## src/rtl/core/cfcs_ram.sv

```systemverilog
// Generic single-write, single-read RAM with registered read data.
module cfcs_ram #(
   parameter int WIDTH = 32,
   parameter int DEPTH = 64,
   localparam int AW = $clog2(DEPTH)
) (
   input  logic             clock,
   input  logic             wr_en,
   input  logic [AW-1:0]    wr_addr,
   input  logic [WIDTH-1:0] wr_data,
   input  logic             rd_en,
   input  logic [AW-1:0]    rd_addr,
   output logic [WIDTH-1:0] rd_data
);

   logic [WIDTH-1:0] mem [DEPTH];
   logic [WIDTH-1:0] rd_data_ff;

   always_ff @(posedge clock) begin
      if (wr_en) begin
         mem[wr_addr] <= wr_data;
      end
      if (rd_en) begin
         rd_data_ff <= mem[rd_addr];
      end
   end

   assign rd_data = rd_data_ff;

endmodule

```

## config.mk

```make
export PLATFORM = sky130hd
export DESIGN_NAME = cfcs_ram
export DESIGN_NICKNAME = d
export VERILOG_FILES = /design/src/rtl/core/cfcs_ram.sv
export SDC_FILE = /design/constraint.sdc
export NUM_CORES = 2
export LEC_CHECK = 0
export BUFFER_PORTS_ARGS = -buffer_cell sky130_fd_sc_hd__clkbuf_2
export CAP_MARGIN = 15
export CELL_PAD_IN_SITES_DETAIL_PLACEMENT = 2
export CELL_PAD_IN_SITES_GLOBAL_PLACEMENT = 2
export CORE_AREA = 10 10 430 432
export DETAILED_ROUTE_END_ITERATION = 8
export DIE_AREA = 0 0 440 442
export GPL_ROUTABILITY_DRIVEN = 0
export PLACE_DENSITY_LB_ADDON = 0.1
export SYNTH_ARGS = -nofsm -noshare
export SYNTH_HDL_FRONTEND = slang
export SYNTH_SLANG_ARGS = --single-unit
```

## constraint.sdc

```tcl
create_clock -name clock -period 9.8 [get_ports clock]
set_input_delay 1.96 -clock clock [delete_from_list [all_inputs] [get_ports clock]]
set_output_delay 1.96 -clock clock [all_outputs]
set_load 0.02 [all_outputs]
```

==> reports/results.tsv <==
stage	metric	value	unit
sta	Final setup violation count	0	
critical_path	arrival time worst endpoint	5600	ps
sta	relative slew slack	18.2	%
cts	hold buffer count at cts	0	
global_route	largest net degree at the start of global routing	116	
die	die width	440	um
sta	clock period minus worst slack	5070	ps
die	total die area	194000	um^2
power_and_ir_drop	PwrDens	210	nW/um^2
synth	Yosys warning count	0	
cts	Post-CTS Resized	0	
synth	Commonest cells post-synth	2080 x edfxtp_1, 544 x mux4_2, 137 x nor2_1	
global_route	total congestion overflow	0	
power_and_ir_drop	Internal	14.6	mW
cts	deepest clock path buffer count	3	
final_layout	register area	62500	um^2
global_route	initial antenna violation count	17	
cts	clock latency at the later pin of the worst-skew pair	850	ps
sta	hold slack final	868	ps
drt	vias	38000	
critical_path	CP endpoint kind	register	
drt	DRC Markers	0	
cts	CTS H-tree lvls	4	
synth	Seq/Total Area, Yosys	79.2	%
power_and_ir_drop	sequential share of power	52.8	%
sta	RSZ-0062 raised after global routing	false	
synth	largest cells by area after synthesis	edfxtp_1 79%, mux4_2 16%, mux2i_1 1.2%, o22ai_1 0.67%, nor2_1 0.65%	
final_layout	share of layout cells above drive strength 1	29.5	%
die	core area	176000	um^2
power_and_ir_drop	net switching power	4.13	mW
final_layout	Core Util, Final	51.0	%
die	row cnt	154	
synth	Syn Std Cell Area	78800	um^2
placement	I/O Buffers	78	
power_and_ir_drop	Power Total	18.8	mW
sta	final hold vios	0	
die	Top-Level Pins	79	
final_layout	post-route cell area	89500	um^2
synth	syn avg cell area	23.7	um^2
synth	Yosys reg bits	2080	
power_and_ir_drop	cell leakage power	27.7	nW
placement	half-perimeter wire length after placement	132000	um
placement	Area after DPL	82900	um^2
synth	Synth area leader	edfxtp_1	
sta	Final Cycle Share	51.7	%
sta	TNS Setup	0	ps
synth	Main synth FF type	edfxtp_1	
placement	Place WS	3630	ps
final_layout	Fill cells	14900	
synth	Synthesized Nets	3371	
global_route	first-pass GRT wire length	346000	um
final_layout	final cell count without fillers	6090	
synth	Yosys top cell area share	79.2	%
power_and_ir_drop	Net Sw Frac	22.0	%
critical_path	CP max FO	115	
sta	f_max	197	MHz
power_and_ir_drop	maximum vdd drop	0.000195	V
synth	Mapped Cells	3324	
cts	Setup Buffers After CTS	0	
critical_path	Req. time, crit path	10330	ps
drt	wire per inst	40.7	um
drt	Post-Route WL	248000	um
synth	number of synthesized flops with an enable pin	2080	
sta	Setup Skew	22.6	ps
power_and_ir_drop	Clock Power Share	42.0	%
drt	First-pass DRT Iterations	7	
drt	Initial DRC Count	4727	
synth	Synth cell types	33	
sta	Final Max Tran Viols	0	
final_layout	Layout Nets	3615	
final_layout	Layout Area Growth over Synthesis	13.6	%
die	Die H	442	um
sta	setup slack after layout	4730	ps
placement	cell count after placement	5689	
outcome	outcome	completed	
power_and_ir_drop	Comb power frac	5.2	%
cts	CTS root buf	clkbuf_16	
final_layout	Multi-input gate area	16000	um^2
synth	most instantiated library cell after synthesis	edfxtp_1	
drt	Routed Antenna Nets	0	
cts	CTS tree	done	
critical_path	Startpoint Class	primary input	
global_route	total track usage	25.5	%
cts	Num CTS Buffers	215	
global_route	vias in the first global route	41700	
critical_path	Crit Path Class	in2reg	
die	initial core utilization	44.9	%
worst_hold_path	Hold Path Class	reg2reg	
sta	worst-margin pin slew	1220	ps
cts	Clock transition at path regs	60	ps
drt	via/cell ratio	6.24	
cts	CTS sink cnt	2080	
synth	async set-or-reset flop fraction in the synthesized netlist	0	%
job	max_cap viols	0	
[registers in the layout, indices dropped and copies added, names as in the netlist]
register,count
rd_data,32
mem,2048
[area by class of cell]
class                           count  share of cell area [%]
Sequential cell                  2080                    69.8
Tap cell                         2340                    3.27
Antenna cell                        3                 0.00838
Timing Repair Buffer              209                    1.75
Multi-Input combinational cell   1062                    17.8
Clock inverter                    121                    1.04
Clock buffer                      275                    6.35
[placed cells by master, fill, tap and decap left out, types with 3 or more instances in the layout]
cell / n
nor3_1: 5
nand3b_1: 5
or3_1: 3
diode_2: 3
clkinv_1: 59
a311oi_1: 8
buf_8: 5
clkbuf_1: 56
clkbuf_16: 219
edfxtp_1: 2080
nor2_1: 75
bufinv_16: 14
mux2i_1: 93
o221ai_1: 27
nand2b_1: 7
buf_4: 119
nand3_1: 5
a41o_1: 4
nor2_4: 62
nor2b_1: 15
and3_1: 4
buf_12: 8
or3b_2: 3
a22oi_1: 12
mux4_2: 544
o32ai_1: 4
a21oi_1: 62
clkinv_2: 35
inv_6: 11
clkbuf_2: 74
o22ai_1: 84
nand2_1: 26
[worst max-delay path: stages]
cell     delay (ps)
buf_8           490
buf_12          580
nand2_1         600
buf_16          350
o22ai_1         200
nor2_1          180
a21oi_1         820
nor2_1          170
[logic make-up (layout without fill, tap and decap cells)]
kind of cell	count (synthesis)	in the layout	share of synthesized area, %
multiplexers	637	637	16.7
flip-flops	2080	2080	79.2
buffers and inverters	182	605	1.12
AO/OA/AOI/OAI	202	202	1.67
other	0	3	0
AND/OR/NAND/NOR	223	223	1.26
[power groups by stage]
stage	Sequential [mW]	Clock (mW)	Combinational, mW
after detailed placement	10.1	0	0.994
after global routing	9.91	8.36	1.04
after global placement	10.1	0	0.947
after floorplan	10.1	0	0.479
final	9.91	7.88	0.982
after CTS	9.91	8.02	0.997
[worst paths after layout]
kind / start / end / slack, ps / cells past startpoint
setup / recovery: rd_addr[1] / rd_data[13] / 4730 / 8
hold / removal: mem[29][20] / rd_data[20] / 870 / 4
hold reg to reg: mem[29][20] / rd_data[20] / 870 / 4
setup reg to reg: mem[31][6] / rd_data[6] / 7180 / 4
[metal layers]
metal	global-route usage [%]	vias to the layer above	share of wire [%]
met5	0	-	0
met1	34.8	21300	40
met3	3.70	332	6.0
li1	-	14800	-
met2	42.7	1493	51
met4	7.03	0	2.9
Power figures use the tool's default switching activity.
