`config.mk`:
```
export PLATFORM = sky130hd
export DESIGN_NAME = cfcs_queue
export DESIGN_NICKNAME = d
export VERILOG_FILES = /design/src/rtl/core/cfcs_pkg.sv /design/src/rtl/core/cfcs_queue.sv
export SDC_FILE = /design/constraint.sdc
export NUM_CORES = 1
export LEC_CHECK = 0
export ABC_AREA = 1
export BUFFER_PORTS_ARGS = -buffer_cell sky130_fd_sc_hd__buf_4
export CORE_ASPECT_RATIO = 0.5
export CORE_MARGIN = 3
export CORE_UTILIZATION = 54
export CTS_BUF_LIST = sky130_fd_sc_hd__clkbuf_2 sky130_fd_sc_hd__clkbuf_4 sky130_fd_sc_hd__clkbuf_8
export DETAILED_ROUTE_END_ITERATION = 6
export PLACE_DENSITY_LB_ADDON = 0.12
export SYNTH_ARGS = -nofsm -noshare
export SYNTH_HDL_FRONTEND = slang
export SYNTH_SLANG_ARGS = --single-unit
```
`constraint.sdc`:
```
create_clock -name clock -period 4.9 [get_ports clock]
set_input_delay 0.245 -clock clock [delete_from_list [all_inputs] [get_ports clock]]
set_output_delay 0.245 -clock clock [all_outputs]
set_load 0.05 [all_outputs]
```
`src/rtl/core/cfcs_pkg.sv`:
```
// Shared constants, types and state codes for the cumulative fitness cutoff selector.
package cfcs_pkg;

   localparam int POP_SIZE    = 64;
   localparam int IDX_W       = $clog2(POP_SIZE);
   localparam int CNT_W       = $clog2(POP_SIZE + 1);
   localparam int FIT_W       = 32;
   localparam int SUM_W       = 40;
   localparam int FRAC_W      = 17;
   localparam int FRAC_SHIFT  = 16;
   localparam int LIMIT_W     = FRAC_W + SUM_W;
   localparam int QUEUE_DEPTH = 2;
   localparam int QPTR_W      = $clog2(QUEUE_DEPTH);
   localparam int QCNT_W      = $clog2(QUEUE_DEPTH + 1);

   localparam logic [FRAC_W-1:0] FRAC_RESET   = FRAC_W'(32768);
   localparam logic [FIT_W-1:0]  LOWEST_RESET = {1'b0, {(FIT_W-1){1'b1}}};

   // One finished population, handed from the loader to the walker.
   typedef struct packed {
      logic [CNT_W-1:0]        count;
      logic signed [FIT_W-1:0] lowest;
      logic [SUM_W-1:0]        excess;
   } job_type;

   typedef struct packed {
      logic             en;
      logic [IDX_W-1:0] addr;
      logic [FIT_W-1:0] data;
   } ram_wr_type;

   typedef struct packed {
      logic             en;
      logic [IDX_W-1:0] addr;
   } ram_rd_type;

   typedef enum logic [1:0] {
      WS_IDLE,
      WS_LIMIT,
      WS_WALK
   } walk_state_type;

endpackage

```
`src/rtl/core/cfcs_queue.sv`:
```
// Short job queue between the loader and the walker.
module cfcs_queue import cfcs_pkg::*; (
   input  logic    clock,
   input  logic    reset,
   input  logic    push,
   input  job_type push_job,
   input  logic    pop,
   output job_type pop_job,
   output logic    empty,
   output logic    full
);

   job_type            slot_ff [QUEUE_DEPTH];
   logic [QPTR_W-1:0]  wr_ptr_ff, wr_ptr_in;
   logic [QPTR_W-1:0]  rd_ptr_ff, rd_ptr_in;
   logic [QCNT_W-1:0]  fill_ff, fill_in;
   logic               do_push, do_pop;

   assign empty   = fill_ff == '0;
   assign full    = fill_ff == QCNT_W'(QUEUE_DEPTH);
   assign do_push = push && !full;
   assign do_pop  = pop && !empty;

   assign wr_ptr_in = !do_push ? wr_ptr_ff :
                      (wr_ptr_ff == QPTR_W'(QUEUE_DEPTH - 1)) ? '0 : wr_ptr_ff + QPTR_W'(1);
   assign rd_ptr_in = !do_pop ? rd_ptr_ff :
                      (rd_ptr_ff == QPTR_W'(QUEUE_DEPTH - 1)) ? '0 : rd_ptr_ff + QPTR_W'(1);

   always_comb begin
      fill_in = fill_ff;
      if (do_push && !do_pop) begin
         fill_in = fill_ff + QCNT_W'(1);
      end else if (do_pop && !do_push) begin
         fill_in = fill_ff - QCNT_W'(1);
      end
   end

   always_ff @(posedge clock) begin
      if (reset) begin
         wr_ptr_ff <= '0;
         rd_ptr_ff <= '0;
         fill_ff   <= '0;
      end else begin
         wr_ptr_ff <= wr_ptr_in;
         rd_ptr_ff <= rd_ptr_in;
         fill_ff   <= fill_in;
      end
   end

   always_ff @(posedge clock) begin
      if (do_push) begin
         slot_ff[wr_ptr_ff] <= push_job;
      end
   end

   assign pop_job = slot_ff[rd_ptr_ff];

endmodule

```
==> qor.txt <==
Layout area overhead: 43.5%
Post-Syn Area: 0.00598 sq mm
Clock Tree Buf Depth: 2
ANT cells: 0
GRT overflow: 0
placed wire-length estimate: 7.03 mm
clk root buf: clkbuf_8
Remaining DRCs: 0
commonest non-fill, non-tap cell in the layout: buf_4
Final Max Tran Viols: 0
effective utilization at floorplan: 56.9%
core area: 0.0105 sq mm
Worst-path clk slew: 80 ps
largest net degree at the start of global routing: 80
GRT Overall Usage: 19.8%
worst-path maximum fanout: 79
worst slew pin tran: 1130 ps
Final Cycle Share: 50.1%
crit path capture type: primary output
layout cells sized above 1: 50.4%
DR WL/cell: 17.5 microns
post-synth net total: 367
RSZ-0062 raised after global routing: no
Critical Path Source Type: flop
HP Class: in -> reg
reg2reg setup slack: 2470 ps
Final #Nets: 621
final setup vio count: 0
final wirelength: 12.1 mm
WP buf/inv: 1
initial antenna violation count: 0
row count: 26
worst-case vdd ir drop: 0.000440 V
Worst-Skew Late Latency: 430 ps
Post-Syn Instances: 283
Rel. slew slack: 24.4%
worst r2r src: fill_ff[0]
synthesized flop and latch total: 163
leakage: 3.27 nW
via/cell ratio: 4.91
cells along the critical path: mux2_2, buf_4
worst r2r dst: slot_ff[1][47]
Yosys cell types: 15
IO buf count: 163
post-route ant nets: 0
Crit-path slowest cell: dfxtp_4
Crit path max-delay family: flip-flops
CTS Buf Count: 17
routability congestion estimate: 0.744
crit-path max cell delay: 1070 ps
cell count of the worst reg-to-reg path: 3
Fin Setup TNS: 0 ps
Yosys Warn Count: 0
Fmax: 407 MHz
vias in the first global route: 3649
CTS tree: built
Die H: 80.4 microns
worst setup path endpoint: pop_job[77]
Stages on worst setup path: 2
Critical Path RT: 4660 ps
CP Class: reg -> out
first-pass GRT wire length: 18.3 mm
min Tclk post-route: 2460 ps
number of DRC markers in iteration 0: 184
PD cells: 528 mW/mm^2
routed via count: 3381
H-tree depth: 4
Final Skew: 11.7 ps
Max Cap Viol: 0
CTS sink count: 163
I/O Pins: 164
setup bufs post-CTS: 0
result of the run: completed
most frequent cells in the layout: 165 x buf_4, 158 x edfxtp_1, 79 x dlygate4sd3_1
syn_area_per_cell: 21.1 sq um
DIE AREA: 0.0124 sq mm
total power draw: 4.53 mW
Final Hold Viols: 0
First-pass DRT Iterations: 5
Die Wd: 155 microns
CP Data Arrival Time: 2210 ps
sequential-to-total area share from yosys stat: 81.0%
[tightest hold or removal path, stage by stage]
cell and delay (ps):
buf_4 80, inv_1 60, nand2_1 80, nor2_1 40
[cell families after synthesis]
group / count (synthesis) / share of synthesized area [%]
AOI/OAI and AO/OA: 6 / 0.502
adders and majority gates: 1 / 0.209
buffers and inverters: 18 / 1.63
DFF: 163 / 81.0
muxes: 79 / 15.5
and+or+nand+nor: 16 / 1.11
[power breakdown]
part	switching, mW	internal, mW
clock network	0.470	0.603
registers	0.123	1.76
logic	1.02	0.555
total	1.61	2.92
[metrics by stage]
step	cells	cell area (sq um)	setup WS (ps)	hold WS, ps	util [%]
3_5_place_dp	579	7350	2520	432	69.9
5_1_grt	688	8580	2300	103	81.7
4_1_cts	688	8580	2420	91.2	81.7
6_report	688	8580	2440	121	81.7
2_1_floorplan	283	5980	529	344	-
3_3_place_gp	579	7350	2640	430	69.9
[metal layers]
| layer | vias up | GRT usage (%) | wire length (microns) |
|---|---|---|---|
| met2 | 126 | 36.6 | 6430 |
| met1 | 1639 | 22.1 | 4640 |
| met4 | 0 | 7.40 | 165 |
| met5 | - | 0 | 0 |
| li1 | 1602 | - | - |
| met3 | 14 | 5.87 | 819 |
[area by class of cell]
| class | instances | area (sq um) |
|---|---|---|
| Clock buffer | 17 | 234 |
| Multi-Input combinational cell | 102 | 1050 |
| Tap cell | 140 | 175 |
| Sequential cell | 163 | 4850 |
| Clock inverter | 13 | 209 |
| Inverter | 9 | 33.8 |
| Fill cell | 538 | 1930 |
| Timing Repair Buffer | 244 | 2030 |
[state kept, by name (all words and copies together), names as in the netlist, named ones only]
name / flops
wr_ptr_ff: 1
slot_ff: 158
fill_ff: 2
rd_ptr_ff: 1
[synthesized netlist by cell type (all sizes together)]
cell	number	area, sq um
nand4	1	6.26
inv	9	33.8
a21oi	1	5.00
nand2	4	15.0
edfxtp	158	4740
mux2	79	927
nor2	9	33.8
buf	9	63.8
nand3	1	5.00
o21ai	5	25.0
and2	1	6.26
ha	1	12.5
dfxtp	5	100
[how the worst min path moves through the flow]
stage                             from  slack, ps        endpoint  depth (start not counted)
after floorplan            push_job[0]        340   slot_ff[0][0]                          0
after global placement    push_job[56]        430  slot_ff[0][56]                          1
after detailed placement  push_job[35]        430  slot_ff[0][35]                          1
after CTS                        reset         90      fill_ff[1]                          4
after global routing             reset        100      fill_ff[1]                          4
final                            reset        120      fill_ff[1]                          4
[timing repair]
item	in CTS	in global routing
hold buffers	79	0
resized for setup	0	0
hold endpoints to repair	158	0
Power figures use the tool's default switching activity.
