**config.mk**
```make
export PLATFORM = sky130hd
export DESIGN_NAME = cfcs_back
export DESIGN_NICKNAME = d
export VERILOG_FILES = /design/src/rtl/core/cfcs_pkg.sv /design/src/rtl/core/cfcs_back.sv
export SDC_FILE = /design/constraint.sdc
export NUM_CORES = 2
export LEC_CHECK = 0
export BUFFER_PORTS_ARGS = -buffer_cell sky130_fd_sc_hd__buf_2
export CAP_MARGIN = 20
export CORE_ASPECT_RATIO = 1.5
export CORE_MARGIN = 2
export CORE_UTILIZATION = 30
export DETAILED_ROUTE_END_ITERATION = 12
export GPL_ROUTABILITY_DRIVEN = 1
export SLEW_MARGIN = 40
export SYNTH_ARGS = -nofsm -noshare
export SYNTH_HDL_FRONTEND = slang
export SYNTH_SLANG_ARGS = --single-unit
```
**constraint.sdc**
```tcl
create_clock -name clock -period 8 [get_ports clock]
set_input_delay 0 -clock clock [delete_from_list [all_inputs] [get_ports clock]]
set_output_delay 0 -clock clock [all_outputs]
set_load 0.02 [all_outputs]
```
**src/rtl/core/cfcs_pkg.sv**
```systemverilog
// Shared constants, types and state codes for the cumulative fitness cutoff selector.
package cfcs_pkg;

   localparam int POP_SIZE    = 64;
   localparam int IDX_W       = $clog2(POP_SIZE);
   localparam int CNT_W       = $clog2(POP_SIZE + 1);
   localparam int FIT_W       = 32;
   localparam int SUM_W       = 40;
   localparam int FRAC_W      = 17;
   localparam int FRAC_SHIFT  = 16;
   localparam int LIMIT_W     = FRAC_W + SUM_W;
   localparam int QUEUE_DEPTH = 2;
   localparam int QPTR_W      = $clog2(QUEUE_DEPTH);
   localparam int QCNT_W      = $clog2(QUEUE_DEPTH + 1);

   localparam logic [FRAC_W-1:0] FRAC_RESET   = FRAC_W'(32768);
   localparam logic [FIT_W-1:0]  LOWEST_RESET = {1'b0, {(FIT_W-1){1'b1}}};

   // One finished population, handed from the loader to the walker.
   typedef struct packed {
      logic [CNT_W-1:0]        count;
      logic signed [FIT_W-1:0] lowest;
      logic [SUM_W-1:0]        excess;
   } job_type;

   typedef struct packed {
      logic             en;
      logic [IDX_W-1:0] addr;
      logic [FIT_W-1:0] data;
   } ram_wr_type;

   typedef struct packed {
      logic             en;
      logic [IDX_W-1:0] addr;
   } ram_rd_type;

   typedef enum logic [1:0] {
      WS_IDLE,
      WS_LIMIT,
      WS_WALK
   } walk_state_type;

endpackage

```
**src/rtl/core/cfcs_back.sv**
```systemverilog
// Walker: forms the cutoff limit, then reads the stored words in order and emits results.
module cfcs_back import cfcs_pkg::*; (
   input  logic              clock,
   input  logic              reset,
   input  logic [FRAC_W-1:0] keep_fraction,
   input  logic              q_empty,
   input  job_type           q_job,
   output logic              pop,
   output ram_rd_type        ram_rd,
   input  logic [FIT_W-1:0]  ram_rdata,
   output logic              back_busy,
   output logic              rsp_valid,
   output logic [5:0]        rsp_chosen_index,
   output logic [FIT_W-1:0]  rsp_chosen_fitness,
   output logic              rsp_run_end
);

   walk_state_type     state_ff, state_in;
   job_type            job_ff;
   logic [LIMIT_W-1:0] limit_ff;
   logic [CNT_W-1:0]   rd_idx_ff, rd_idx_in;
   logic [CNT_W-1:0]   data_idx_ff;
   logic               data_vld_ff, data_vld_in;
   logic [SUM_W-1:0]   acc_ff, acc_in;
   logic               first_ff;
   logic               rd_issue;
   logic [FIT_W:0]     diff;
   logic               stop;
   logic               last_idx;
   logic               finish;
   logic               rsp_valid_ff;
   logic [5:0]         rsp_index_ff;
   logic [FIT_W-1:0]   rsp_fitness_ff;
   logic               rsp_end_ff;

   // Excess of this word over the minimum; never negative.
   assign diff     = {ram_rdata[FIT_W-1], ram_rdata} - {job_ff.lowest[FIT_W-1], job_ff.lowest};
   assign acc_in   = acc_ff + SUM_W'(diff);
   assign stop     = ({1'b0, acc_in, {FRAC_SHIFT{1'b0}}} > limit_ff) && !first_ff;
   assign last_idx = (data_idx_ff + CNT_W'(1)) == job_ff.count;
   assign finish   = data_vld_ff && (stop || last_idx);

   always_comb begin
      state_in = state_ff;
      unique case (state_ff)
         WS_IDLE: begin
            if (!q_empty) begin
               state_in = WS_LIMIT;
            end
         end
         WS_LIMIT: begin
            state_in = WS_WALK;
         end
         WS_WALK: begin
            if (finish) begin
               state_in = WS_IDLE;
            end
         end
         default: begin
            state_in = WS_IDLE;
         end
      endcase
   end

   always_comb begin
      pop      = 1'b0;
      rd_issue = 1'b0;
      unique case (state_ff)
         WS_IDLE: begin
            pop = !q_empty;
         end
         WS_LIMIT: begin
         end
         WS_WALK: begin
            rd_issue = rd_idx_ff < job_ff.count;
         end
         default: begin
         end
      endcase
   end

   assign back_busy = state_ff != WS_IDLE;

   assign ram_rd.en   = rd_issue;
   assign ram_rd.addr = rd_idx_ff[IDX_W-1:0];

   assign rd_idx_in = (state_ff == WS_LIMIT) ? '0 :
                      rd_issue ? rd_idx_ff + CNT_W'(1) : rd_idx_ff;
   // A read already in flight when the walk stops is dropped.
   assign data_vld_in = rd_issue && !finish;

   always_ff @(posedge clock) begin
      if (reset) begin
         state_ff     <= WS_IDLE;
         data_vld_ff  <= 1'b0;
         rsp_valid_ff <= 1'b0;
         first_ff     <= 1'b1;
      end else begin
         state_ff     <= state_in;
         data_vld_ff  <= data_vld_in;
         rsp_valid_ff <= data_vld_ff;
         if (state_ff == WS_LIMIT) begin
            first_ff <= 1'b1;
         end else if (data_vld_ff) begin
            first_ff <= 1'b0;
         end
      end
   end

   always_ff @(posedge clock) begin
      if (pop) begin
         job_ff <= q_job;
      end
      if (state_ff == WS_LIMIT) begin
         limit_ff <= LIMIT_W'(keep_fraction) * LIMIT_W'(job_ff.excess);
         acc_ff   <= '0;
      end else if (data_vld_ff) begin
         acc_ff <= acc_in;
      end
      rd_idx_ff   <= rd_idx_in;
      data_idx_ff <= rd_idx_ff;
      if (data_vld_ff) begin
         rsp_index_ff   <= 6'(data_idx_ff);
         rsp_fitness_ff <= ram_rdata;
         rsp_end_ff     <= finish;
      end
   end

   assign rsp_valid          = rsp_valid_ff;
   assign rsp_chosen_index   = rsp_index_ff;
   assign rsp_chosen_fitness = rsp_fitness_ff;
   assign rsp_run_end        = rsp_end_ff;

endmodule

```
==> summary.md <==
| Metric | Value |
|---|---|
| Status | completed |
| Largest net degree at the start of global routing | 52 |
| Worst EP required | 8.33 ns |
| Layout cells sized above 1 | 7.690% |
| GRT overflow | 0 |
| RSZ-0062 raised after global routing | no |
| Ys async rst share | 0% |
| Top post-synthesis cells by count | inv_1 (672), fa_1 (571), nand2_1 (558) |
| Cell accounting for the most synthesized area | fa_1 |
| TritonRoute pass-1 iters | 5 |
| Total number of vias | 24962 |
| Clock transition at path regs | 0.06 ns |
| Final Max Tran Viols | 0 |
| Setup crit start kind | register |
| IO Pins | 180 |
| Final Hold Viols | 0 |
| Global-route wire length before repair | roughly 150 mm |
| Routed Antenna Nets | 0 |
| Worst EP arrival | between 7 and 8 ns |
| Worst-path fanout max | 8 |
| F_max | about 0.13 GHz |
| Warnings from Yosys | 0 |
| # H-tree levels | 1 |
| Routed len/inst | 17.59 um |
| CTS Buf Count | 30 |
| Critical Setup Path Class | reg2reg |
| Post-layout minimum cycle time | around 7.5 ns |
| Tcrit/Tclk final | 93.76% |
| Vias in the first global route | ~28000 |
| Synth-to-Final Area Change | 13.16% |
| Hpwl dp | between 70 and 80 mm |
| Max cap viols | 0 |
| Mapped cell area | approximately 34000 um2 |
| Post-synth top area share | approximately a third |
| DR vias/cell | between 4 and 5 |
| CORE AREA | between 100000 and 150000 um2 |
| Slew @ Worst Pin | ~0.9 ns |
| Worst setup EP type | register |
| Die area | ~110000 um2 |
| EDFF count, synth | 175 |
| Clock Tree Root | clkbuf_16 |
| I/O Buffers | roughly 180 |
| Post-Route WL | approximately 92 mm |
| Synth Flop Type | edfxtp_1 |
| Most frequent cell after synthesis | inv_1 |
| Final GP Congestion | 0.8739 |
| Max Buffers Root-to-Sink | 3 |
| Synth top area cells | fa_1 (34%), edfxtp_1 (16%), ha_1 (9.1%) |
| Iteration-0 DRC Markers | between 1000 and 1500 |
| Synth Instances | ~3600 |
| Synth Area per Inst | 9.400 um2 |
| #FFs+latches synth | between 200 and 250 |
| TNS Setup | 0 ns |
| Antenna fix cells | 0 |
| Setup violators final | 0 |
| Type of the worst min-delay path | in2reg |
| Die width | around 280 um |
| Nets@finish | ~4700 |
| DRC Markers | 0 |
| Sequential element share of the synthesized area | a little under a fifth |
| Slew HR | ~40% |
| Gr usage total | 16.27% |
| Post-synth cell types | between 80 and 90 |
| Die height | 414.0 um |
| Initial Utilization | a little under a third |
| Row count | 150 |
| Worst-Skew Late Latency | between 0.6 and 0.7 ns |
| Initial antenna violation count | 1 |
| CTS tree | built |
| Clock sink total | around 230 |
| Filler cells | 11362 |
| Fin Clk Skew | 0.02769 ns |
| Post-synth net total | about 4500 |
==> final timing paths <==
check / endpoint / cells after the start / from / slack (ns)
max reg2reg: rsp_run_end / 27 / job_ff[46] / 0.50
min: limit_ff[0] / 2 / keep_fraction[0] / 0.08
min reg2reg: data_idx_ff[6] / 0 / rd_idx_ff[6] / 0.40
max: rsp_run_end / 27 / job_ff[46] / 0.50
==> layout make-up <==
| cell class | instances | area (um2) | area share [%] |
|---|---|---|---|
| multi-input cells | 2499 | 24000 | 63.09 |
| inverters | 672 | 2524 | 6.633 |
| well taps | 1444 | 1807 | 4.748 |
| flip-flops and latches | 234 | 6440 | 16.93 |
| clock inverters | 20 | 182.7 | 0.4801 |
| repair buffers | 323 | 2308 | 6.067 |
| clock buffers | 36 | 783.3 | 2.059 |
==> sequential cells by signal, indices dropped and copies added, names as in the netlist <==
signal,flops
job_ff,79
limit_ff,57
acc_ff,40
rsp_chosen_fitness,32
data_idx_ff,7
rd_idx_ff,7
rsp_chosen_index,6
state_ff,2
data_vld_ff,1
first_ff,1
rsp_run_end,1
rsp_valid,1
==> worst max-delay path: stages, from the launching register on <==
cell and delay [ns]:
edfxtp_1 0.32, inv_1 0.04, ha_1 0.34, a2111oi_1 0.55, a21oi_1 0.23, o21ai_0 0.45, o211ai_1 0.27, a2111oi_0 0.47
o21bai_1 0.15, a21oi_1 0.19, xnor2_1 0.16, ha_1 0.35, and2_1 0.21, o21ai_0 0.16, nand2b_1 0.08, a21oi_1 0.15
o21ai_1 0.12, o21ai_2 0.34, a21oi_1 0.14, xor2_1 0.16, ha_1 0.30, nand4b_1 0.13, or2_2 0.35, or4_1 0.60
nor3_1 0.34, a21oi_1 0.14, o21ai_1 0.27, a21oi_1 0.21
==> through the flow <==
stage	hold WS, ns	instances	util (%)	cell area (um2)	setup slack (ns)
final	0.07960	5228	34.19	38050	0.4990
after global routing	0.04646	5228	34.19	38050	0.03748
after CTS	0.02408	5227	34.17	38030	0.1975
after detailed placement	0.1781	5057	32.27	35920	0.2083
after global placement	0.1778	5054	32.22	35860	0.2061
after floorplan	0.06669	3577	-	33620	1.635
==> timing repair <==
action / CTS / global route
endpoints found under the hold margin: 116 / 0
buffers inserted: 0 / 0
gates resized for setup: 0 / 4
endpoints found under the setup margin: 0 / 3
hold buffers: 114 / 0
==> layer usage <==
layer / global-route usage [%] / vias to the layer above / wire length [um]
met2: 29.98 / 670 / 47070
met3: 1.668 / 162 / 3993
met5: 0 / - / 0
met1: 19.55 / 12526 / 37590
met4: 5.628 / 0 / 3276
li1: - / 11604 / -
==> kinds of logic after synthesis <==
| group | Yosys count | synth area share [%] |
|---|---|---|
| simple gates | 1072 | 14.90 |
| xor+xnor | 118 | 3.074 |
| buf+inv | 844 | 9.515 |
| flops | 234 | 19.14 |
| mux | 27 | 0.8038 |
| fa+ha+maj | 816 | 43.11 |
| compound gates | 466 | 9.448 |
==> placed cells by master, fill, tap and decap left out, types with 8 or more instances in the layout <==
cell type	n
fa_1	571
buf_4	35
and2_1	202
nand2b_1	20
a211oi_1	17
nand3b_1	8
clkbuf_16	30
xor2_1	42
inv_1	671
o21bai_1	16
nand2_1	558
nor2b_1	18
o21a_1	22
edfxtp_1	175
ha_1	245
buf_2	170
mux2i_1	27
dlygate4sd3_1	114
o211ai_1	16
xnor2_1	76
dfxtp_1	58
a31oi_1	9
nand4_1	30
nand3_1	29
a21o_1	97
or2_2	8
nor3b_1	8
a21oi_1	126
nor2_1	110
and3_1	17
o21ai_0	71
nor3_1	35
Power is left out: the tool's default activity adds up to more than one toggle a clock period on the data nets, which glitch-free logic cannot reach.
