`src/rtl/core/cfcs_pkg.sv`:
```
// Shared constants, types and state codes for the cumulative fitness cutoff selector.
package cfcs_pkg;

   localparam int POP_SIZE    = 64;
   localparam int IDX_W       = $clog2(POP_SIZE);
   localparam int CNT_W       = $clog2(POP_SIZE + 1);
   localparam int FIT_W       = 32;
   localparam int SUM_W       = 40;
   localparam int FRAC_W      = 17;
   localparam int FRAC_SHIFT  = 16;
   localparam int LIMIT_W     = FRAC_W + SUM_W;
   localparam int QUEUE_DEPTH = 2;
   localparam int QPTR_W      = $clog2(QUEUE_DEPTH);
   localparam int QCNT_W      = $clog2(QUEUE_DEPTH + 1);

   localparam logic [FRAC_W-1:0] FRAC_RESET   = FRAC_W'(32768);
   localparam logic [FIT_W-1:0]  LOWEST_RESET = {1'b0, {(FIT_W-1){1'b1}}};

   // One finished population, handed from the loader to the walker.
   typedef struct packed {
      logic [CNT_W-1:0]        count;
      logic signed [FIT_W-1:0] lowest;
      logic [SUM_W-1:0]        excess;
   } job_type;

   typedef struct packed {
      logic             en;
      logic [IDX_W-1:0] addr;
      logic [FIT_W-1:0] data;
   } ram_wr_type;

   typedef struct packed {
      logic             en;
      logic [IDX_W-1:0] addr;
   } ram_rd_type;

   typedef enum logic [1:0] {
      WS_IDLE,
      WS_LIMIT,
      WS_WALK
   } walk_state_type;

endpackage

```
`src/rtl/core/cfcs_front.sv`:
```
// Loader: stores each fitness word, tracks count, minimum and sum, and queues a job at the end.
module cfcs_front import cfcs_pkg::*; (
   input  logic                    clock,
   input  logic                    reset,
   input  logic                    accept,
   input  logic signed [FIT_W-1:0] fitness_value,
   input  logic                    is_final,
   output ram_wr_type              ram_wr,
   output logic                    push,
   output job_type                 push_job,
   output logic                    front_busy
);

   logic [CNT_W-1:0]        count_ff, count_in;
   logic signed [FIT_W-1:0] lowest_ff, lowest_in;
   logic signed [SUM_W-1:0] sum_ff, sum_in;
   logic signed [SUM_W-1:0] prod_ff, prod_in;
   logic                    fin1_ff, fin1_in;
   logic                    fin2_ff, fin2_in;
   logic                    room;

   assign room = count_ff < CNT_W'(POP_SIZE);

   always_comb begin
      count_in  = count_ff;
      lowest_in = lowest_ff;
      sum_in    = sum_ff;
      if (fin2_ff) begin
         count_in  = '0;
         lowest_in = LOWEST_RESET;
         sum_in    = '0;
      end else if (accept && room) begin
         count_in = count_ff + CNT_W'(1);
         if (fitness_value < lowest_ff) begin
            lowest_in = fitness_value;
         end
         sum_in = sum_ff + SUM_W'(fitness_value);
      end
   end

   assign fin1_in = accept && is_final;
   assign fin2_in = fin1_ff;
   // The count is never zero here, since the final word itself is counted or the store is full.
   assign prod_in = $signed({1'b0, count_ff}) * SUM_W'(lowest_ff);

   always_ff @(posedge clock) begin
      if (reset) begin
         count_ff  <= '0;
         lowest_ff <= LOWEST_RESET;
         sum_ff    <= '0;
         fin1_ff   <= 1'b0;
         fin2_ff   <= 1'b0;
      end else begin
         count_ff  <= count_in;
         lowest_ff <= lowest_in;
         sum_ff    <= sum_in;
         fin1_ff   <= fin1_in;
         fin2_ff   <= fin2_in;
      end
   end

   always_ff @(posedge clock) begin
      prod_ff <= prod_in;
   end

   assign ram_wr.en   = accept && room;
   assign ram_wr.addr = count_ff[IDX_W-1:0];
   assign ram_wr.data = fitness_value;

   assign push            = fin2_ff;
   assign push_job.count  = count_ff;
   assign push_job.lowest = lowest_ff;
   assign push_job.excess = SUM_W'(sum_ff - prod_ff);

   assign front_busy = fin1_ff || fin2_ff;

endmodule

```
`config.mk`:
```
export PLATFORM = sky130hd
export DESIGN_NAME = cfcs_front
export DESIGN_NICKNAME = d
export VERILOG_FILES = /design/src/rtl/core/cfcs_pkg.sv /design/src/rtl/core/cfcs_front.sv
export SDC_FILE = /design/constraint.sdc
export NUM_CORES = 1
export LEC_CHECK = 0
export BUFFER_PORTS_ARGS = -buffer_cell sky130_fd_sc_hd__clkbuf_2
export CORE_MARGIN = 10
export CORE_UTILIZATION = 55
export CTS_BUF_LIST = sky130_fd_sc_hd__clkbuf_16
export DETAILED_ROUTE_END_ITERATION = 8
export HOLD_SLACK_MARGIN = 0.15
export PLACE_DENSITY = 0.78
export SETUP_SLACK_MARGIN = 0.2
export SLEW_MARGIN = 10
export SYNTH_ARGS = -nofsm -noshare
export SYNTH_HDL_FRONTEND = slang
export SYNTH_SLANG_ARGS = --single-unit
```
`constraint.sdc`:
```
create_clock -name clock -period 7.45 [get_ports clock]
set_input_delay 0.3725 -clock clock [delete_from_list [all_inputs] [get_ports clock]]
set_output_delay 0.3725 -clock clock [all_outputs]
set_load 0.02 [all_outputs]
```
==> results of run 1 <==
## sequential cells by signal (all words and copies together), names as in the netlist
| signal | count |
|---|---|
| sum_ff | 40 |
| count_ff | 7 |
| fin1_ff | 1 |
| lowest_ff | 32 |
| prod_ff | 40 |
| push | 1 |
## cell usage after synthesis (10+ instances only)
library cell / number / area share, %
nand2b_1: 11 / 0.41
a211oi_1: 17 / 0.76
a21oi_1: 137 / 4.1
ha_1: 191 / 14
a31oi_1: 10 / 0.37
nor3_1: 11 / 0.33
o21ai_0: 64 / 1.9
inv_1: 288 / 6.4
nand3_1: 22 / 0.65
a21o_1: 78 / 3.5
nor2b_1: 18 / 0.67
dfxtp_1: 121 / 14
nand4_1: 24 / 0.89
and2_1: 209 / 7.8
o21a_1: 17 / 0.76
o211ai_1: 34 / 1.5
xor2_1: 44 / 2.3
clkbuf_1: 59 / 1.3
xnor2_1: 63 / 3.3
buf_4: 38 / 1.7
o21bai_1: 11 / 0.49
and3_1: 15 / 0.56
nand2_1: 175 / 3.9
nor2_1: 76 / 1.7
fa_1: 168 / 20
## stage by stage
stage,worst slack (ns),instance area (um^2),power (mW),instances
5_1_grt,0.887,18300,4.05,2511
3_5_place_dp,1.39,17700,2.86,2478
6_report,1.28,18300,3.79,2511
3_3_place_gp,1.55,17700,2.82,2478
2_1_floorplan,2.01,16900,2.28,2022
4_1_cts,1.31,18300,3.79,2511
## metal layers
metal	global-route usage (%)	vias up	share of wire, %
li1	-	6839	-
met1	33.4	7041	46
met2	39.1	469	46
met3	4.27	47	6.9
met4	6.14	0	1.6
met5	0	-	0
## power by group
part           switching (mW)  internal [mW]
Sequential              0.127          0.744
Combinational            1.25          0.754
Clock                   0.324          0.594
## how the worst max path moves through the flow
stage                                   startpoint             endpoint  slack, ns  cells past startpoint
after floorplan           count_ff[2]$_SDFFE_PP0P_  prod_ff[39]$_DFF_P_       2.01                     21
after global placement    count_ff[2]$_SDFFE_PP0P_  prod_ff[38]$_DFF_P_       1.55                     17
after detailed placement  count_ff[3]$_SDFFE_PP0P_  prod_ff[38]$_DFF_P_       1.39                     17
after CTS                 count_ff[3]$_SDFFE_PP0P_  prod_ff[38]$_DFF_P_       1.31                     17
after global routing      count_ff[3]$_SDFFE_PP0P_  prod_ff[38]$_DFF_P_       0.89                     17
final                     count_ff[2]$_SDFFE_PP0P_  prod_ff[38]$_DFF_P_       1.28                     17
## what timing repair did
item | in CTS | in global routing
endpoints found under the hold margin | 1 | 0
gates resized for setup | 0 | 0
hold buffers | 2 | 0
## worst max-delay path: cells and delay by family, from the launching register on
kind / cells / cell delay (ns)
AOI/OAI and AO/OA: 8 / 2.27
xor gates and xnor gates: 1 / 0.15
adders and majority gates: 5 / 2.24
buffers and inverters: 2 / 0.09
DFF: 1 / 1.00
and+or+nand+nor: 1 / 0.27
## cell type report
cell class                 instances  area, um^2
timing repair buffer             169         886
clock buffer                      17         425
tap                              396         495
sequential                       121        2420
clock inverter                    14         221
inverter                         289        1080
multi-input combinational       1505       12800
fill                            2658       12100
## kinds of logic (layout without fill, tap and decap cells)
group	after synthesis	in the layout	synth area share (%)
xor+xnor	107	107	5.56
mux	1	1	0.134
flops	121	121	14.4
simple gates	584	584	17.9
compound gates	454	454	18.2
buf+inv	396	489	9.72
fa+ha+maj	359	359	34.1
==> results.cfg, run 1 <==
[detailed_routing]
postRouteAntennaNets = 0
drt-initial-drc-count = 1157
route.detailed.drc = 0
wl_mm = 46.5
first_pass_iters = 7
wl_per_cell_um = 18.5
vias_per_cell = 5.73
vias = 14400

[synth]
avgSynthCellArea_um2 = 8.34
synth_cells = 2022
synth_edf_count = 0
syn_area_mm2 = 0.0169
ys_types = 81
yosys_most_used_dff = dfxtp_1
synthesis.nets = 2417
yosys_register_bits = 121
synth-async-reset-ratio_pct = 0
yosys_warnings = 0
ys_seq_area_share_pct = 14.4

[critical_path]
max_stage_delay_ns = 1.00
reg2regPathDepth = 17
cp.arrival_ns = 6.48
rr_endpoint = prod_ff[38]$_DFF_P_
critPathLaunchType = register
r2r_setup_slack_ns = 1.28
crit_path_frequent_cell = fa_1
required_ns = 7.76
cp_max_fo = 30
critPathCaptureType = register
cp_slowest_cell = dfxtp_1
timing.rr.start = count_ff[2]$_SDFFE_PP0P_
path_cells = and2_1 > fa_1 > fa_1 > fa_1 > inv_1 > fa_1 > inv_1 > ha_1 > a21oi_1 > o21ai_0 > a31oi_1 > a211oi_1 > o41ai_1 > a31oi_1 > a221oi_1 > o21ai_0 > xor2_1
path_class = reg -> reg

[timing]
tightest_slew_ns = 1.05
setup_viol = 0
fin_skew_ns = 0.0151
holdWs_ns = 0.173
period_minus_slack_ns = 6.17
max_slew_margin_pct = 29.9
fin_crit_sh_pct = 82.9
drv_slew = 0
hold_violations = 0
tns_ns = 0
clock.fmax_mhz = 162
rsz0062_at_grt = false

[finish]
syn2layout_area_growth_pct = 8.76
nNetsFinal = 2498
diodes = 0
drive_gt1_share_pct = 10.9
final_common_cell = inv_1
layout_common_cells = 288 x inv_1, 209 x and2_1, 191 x ha_1
final_util_pct = 60.2

[die]
die_w_um = 195
core_area_mm2 = 0.0304
num_io_pins = 156
rows = 64
die_area_mm2 = 0.0381
start_util_pct = 55.4
die_y_um = 195

[global_route]
antenna_found_initial = 0
globalRoute.totalOverflow = 0
grt_use_total_pct = 24.4
grt_pass1_wl_mm = 76.5
grt_pass1_vias = 14800
grt_max_degree = 58

[clock_tree]
clkSlewWorstSetupHoldPaths_ns = 0.06
clock_sinks = 121
h-tree-depth = 4
numCtsBuffers = 17
cts_tree = built
clockRootBuffer = clkbuf_16
clock_path_buffers = 2
insertion_delay_ns = 0.43
postCtsSetupRepairBufs = 0

[placed_design]
port_buffers = 155
hpwl_mm = 36.9
place_congestion = 0.955

[min_path]
whs_path_depth = 2
min_from = reset
whs_endpoint = push$_SDFF_PP0_
hp-class = in -> reg

[outcome]
status = completed

[power_and_ir_drop]
p_per_area_mw_per_mm2 = 207
p_leak_nw = 9.82
ir_drop_mv = 0.179

[run]
drv_cap = 0
No activity file was read; power rests on OpenSTA's default activity.
==> inputs of run 2 (changes only) <==
clock period = 5.84 ns   (was 7.45 ns; I/O delays follow)
==> run 2 against run 1 <==
  * First-iteration DRC count increased by 8.6%
  * Largest power group unchanged
  * Cell area increased by 0.57%
  * Flip-flop and latch count unchanged
  * Clock power increased by 22%
  * Count of clock-buffer cells in the layout unchanged
  * Global-route usage increased by 0.23 points
  * Sequential share of layout area about the same
  * Critical path depth increased by 1
==> results.cfg, run 2 (synthesized netlist as in run 1, its figures left out) <==
[finish]
final_area_mm2 = 0.0184
drive_gt1_share_pct = 11.5
syn2layout_area_growth_pct = 9.37
nNetsFinal = 2510
largestRegisters = prod_ff: 40 flops, sum_ff: 40 flops, lowest_ff: 32 flops
final_cells = 2523
final_common_cell = inv_1
layout_common_cells = 290 x inv_1, 209 x and2_1, 191 x ha_1
diodes = 0

[timing]
fin_skew_ns = 0.00950
hold_violations = 0
period_minus_slack_ns = 5.53
max_slew_margin_pct = 38.9
fin_crit_sh_pct = 94.7
setup_viol = 0
drv_slew = 0
tightest_slew_ns = 0.914
rsz0062_at_grt = true
clock.fmax_mhz = 181

[clock_tree]
clockRootBuffer = clkbuf_16
numCtsBuffers = 17
cts_tree = built
insertion_delay_ns = 0.43
h-tree-depth = 4
clock_path_buffers = 2
clock_sinks = 121
clkSlewWorstSetupHoldPaths_ns = 0.05

[global_route]
grt_pass1_vias = 14900
antenna_found_initial = 0
gr-usage-met3_pct = 5.40
grt_max_degree = 44
grt_busiest_layer = met2
met2_usage_pct = 39.0
grt_pass1_wl_mm = 77.1
globalRoute.totalOverflow = 0
grt_use_total_pct = 24.6
met1_usage_pct = 33.1

[min_path]
whs_endpoint = lowest_ff[1]$_SDFFE_PP1P_
min_from = fitness_value[1]
whs_path_depth = 3
hp-class = in -> reg

[critical_path]
critPathLaunchType = register
r2r_setup_slack_ns = 0.31
cp_max_fo = 15
path_class = reg -> reg
reg2regPathDepth = 18
cp.arrival_ns = 5.89
timing.rr.start = count_ff[2]$_SDFFE_PP0P_
rr_endpoint = prod_ff[38]$_DFF_P_
required_ns = 6.19
critPathCaptureType = register

[die]
die_y_um = 195
die_w_um = 195
rows = 64
die_area_mm2 = 0.0381
num_io_pins = 156
core_area_mm2 = 0.0304
start_util_pct = 55.4

[detailed_routing]
wl_mm = 47.6
route.detailed.drc = 0
wl_per_cell_um = 18.9
postRouteAntennaNets = 0
vias = 14600
vias_per_cell = 5.78
drt-initial-drc-count = 1257
first_pass_iters = 5

[placed_design]
placed_area_mm2 = 0.0177
place_inst = 2486
port_buffers = 155
hpwl_mm = 37.7
place_congestion = 0.956

[outcome]
status = completed

[run]
drv_cap = 0

[power_and_ir_drop]
p_leak_nw = 9.90
p_per_area_mw_per_mm2 = 260
ir_drop_mv = 0.154
-- run 2: changes by cell type in the layout (fill, tap and decap cells not counted), sizes merged --
cell,change
clkinvlp,-2
buf,+10
dlygate4sd3,+2
clkinv,+2
-- run 2: repair_timing --
action | 4_1_cts | 5_1_grt
buffers inserted | 0 | 2
endpoints found under the hold margin | 2 | 0
pin swaps | 0 | 2
resized for setup | 3 | 11
endpoints found under the setup margin | 2 | 7
hold buffers | 4 | 0
-- run 2: metal layers --
| metal | wire (um) | part of all wire (%) | up-vias |
|---|---|---|---|
| met5 | 0 | 0 | - |
| met4 | 1000 | 2.1 | 0 |
| met3 | 4070 | 8.5 | 78 |
| met2 | 21500 | 45 | 551 |
| met1 | 21000 | 44 | 7076 |
| li1 | - | - | 6874 |
-- run 2: worst max path at each step --
| stage | cells past startpoint | startpoint | slack [ns] | to |
|---|---|---|---|---|
| 3_3_place_gp | 18 | count_ff[2]$_SDFFE_PP0P_ | 0.19 | prod_ff[38]$_DFF_P_ |
| 5_1_grt | 19 | count_ff[3]$_SDFFE_PP0P_ | 0.12 | prod_ff[24]$_DFF_P_ |
| 3_5_place_dp | 18 | count_ff[2]$_SDFFE_PP0P_ | -0.05 | prod_ff[38]$_DFF_P_ |
| 6_report | 18 | count_ff[2]$_SDFFE_PP0P_ | 0.31 | prod_ff[38]$_DFF_P_ |
| 4_1_cts | 18 | count_ff[3]$_SDFFE_PP0P_ | 0.22 | prod_ff[38]$_DFF_P_ |
| 2_1_floorplan | 21 | count_ff[2]$_SDFFE_PP0P_ | 0.40 | prod_ff[39]$_DFF_P_ |
-- run 2: power by group --
part           total (mW)  switching, mW  internal [mW]  leakage (nW)
sequential           1.10          0.153          0.950          1.00
combinational        2.57           1.60          0.970          8.59
clock                1.12          0.378          0.741         0.309
total                4.79           2.13           2.66          9.90
-- run 2: cell type report --
class	count	area, um^2
Clock inverter	14	188
Fill cell	2674	12000
Tap cell	396	495
Inverter	289	1080
Sequential cell	121	2430
Clock buffer	17	425
Multi-Input combinational cell	1505	12800
Timing Repair Buffer	181	988
-- run 2: through the flow --
stage	utilization (%)	hold slack (ns)	worst slack (ns)	total power [mW]	setup TNS [ns]
after floorplan	-	0.364	0.404	2.91	0
after global placement	58.3	0.435	0.188	3.60	0
after detailed placement	58.3	0.444	-0.0485	3.65	-0.0485
after CTS	60.4	0.178	0.221	4.78	0
after global routing	60.6	0.201	0.119	5.10	0
final	60.6	0.191	0.307	4.79	0
-- run 2: critical path, cell delays in order (launching register included) --
cell	delay, ns
dfxtp_4	0.40
buf_4	0.19
buf_4	0.19
and2_1	0.18
fa_1	0.51
fa_1	0.52
fa_1	0.51
inv_1	0.05
fa_1	0.48
inv_1	0.04
ha_1	0.38
nand3_1	0.16
or3_1	0.43
a211oi_2	0.32
o41ai_2	0.16
a31oi_1	0.37
a221oi_2	0.13
o21ai_0	0.26
xor2_1	0.16
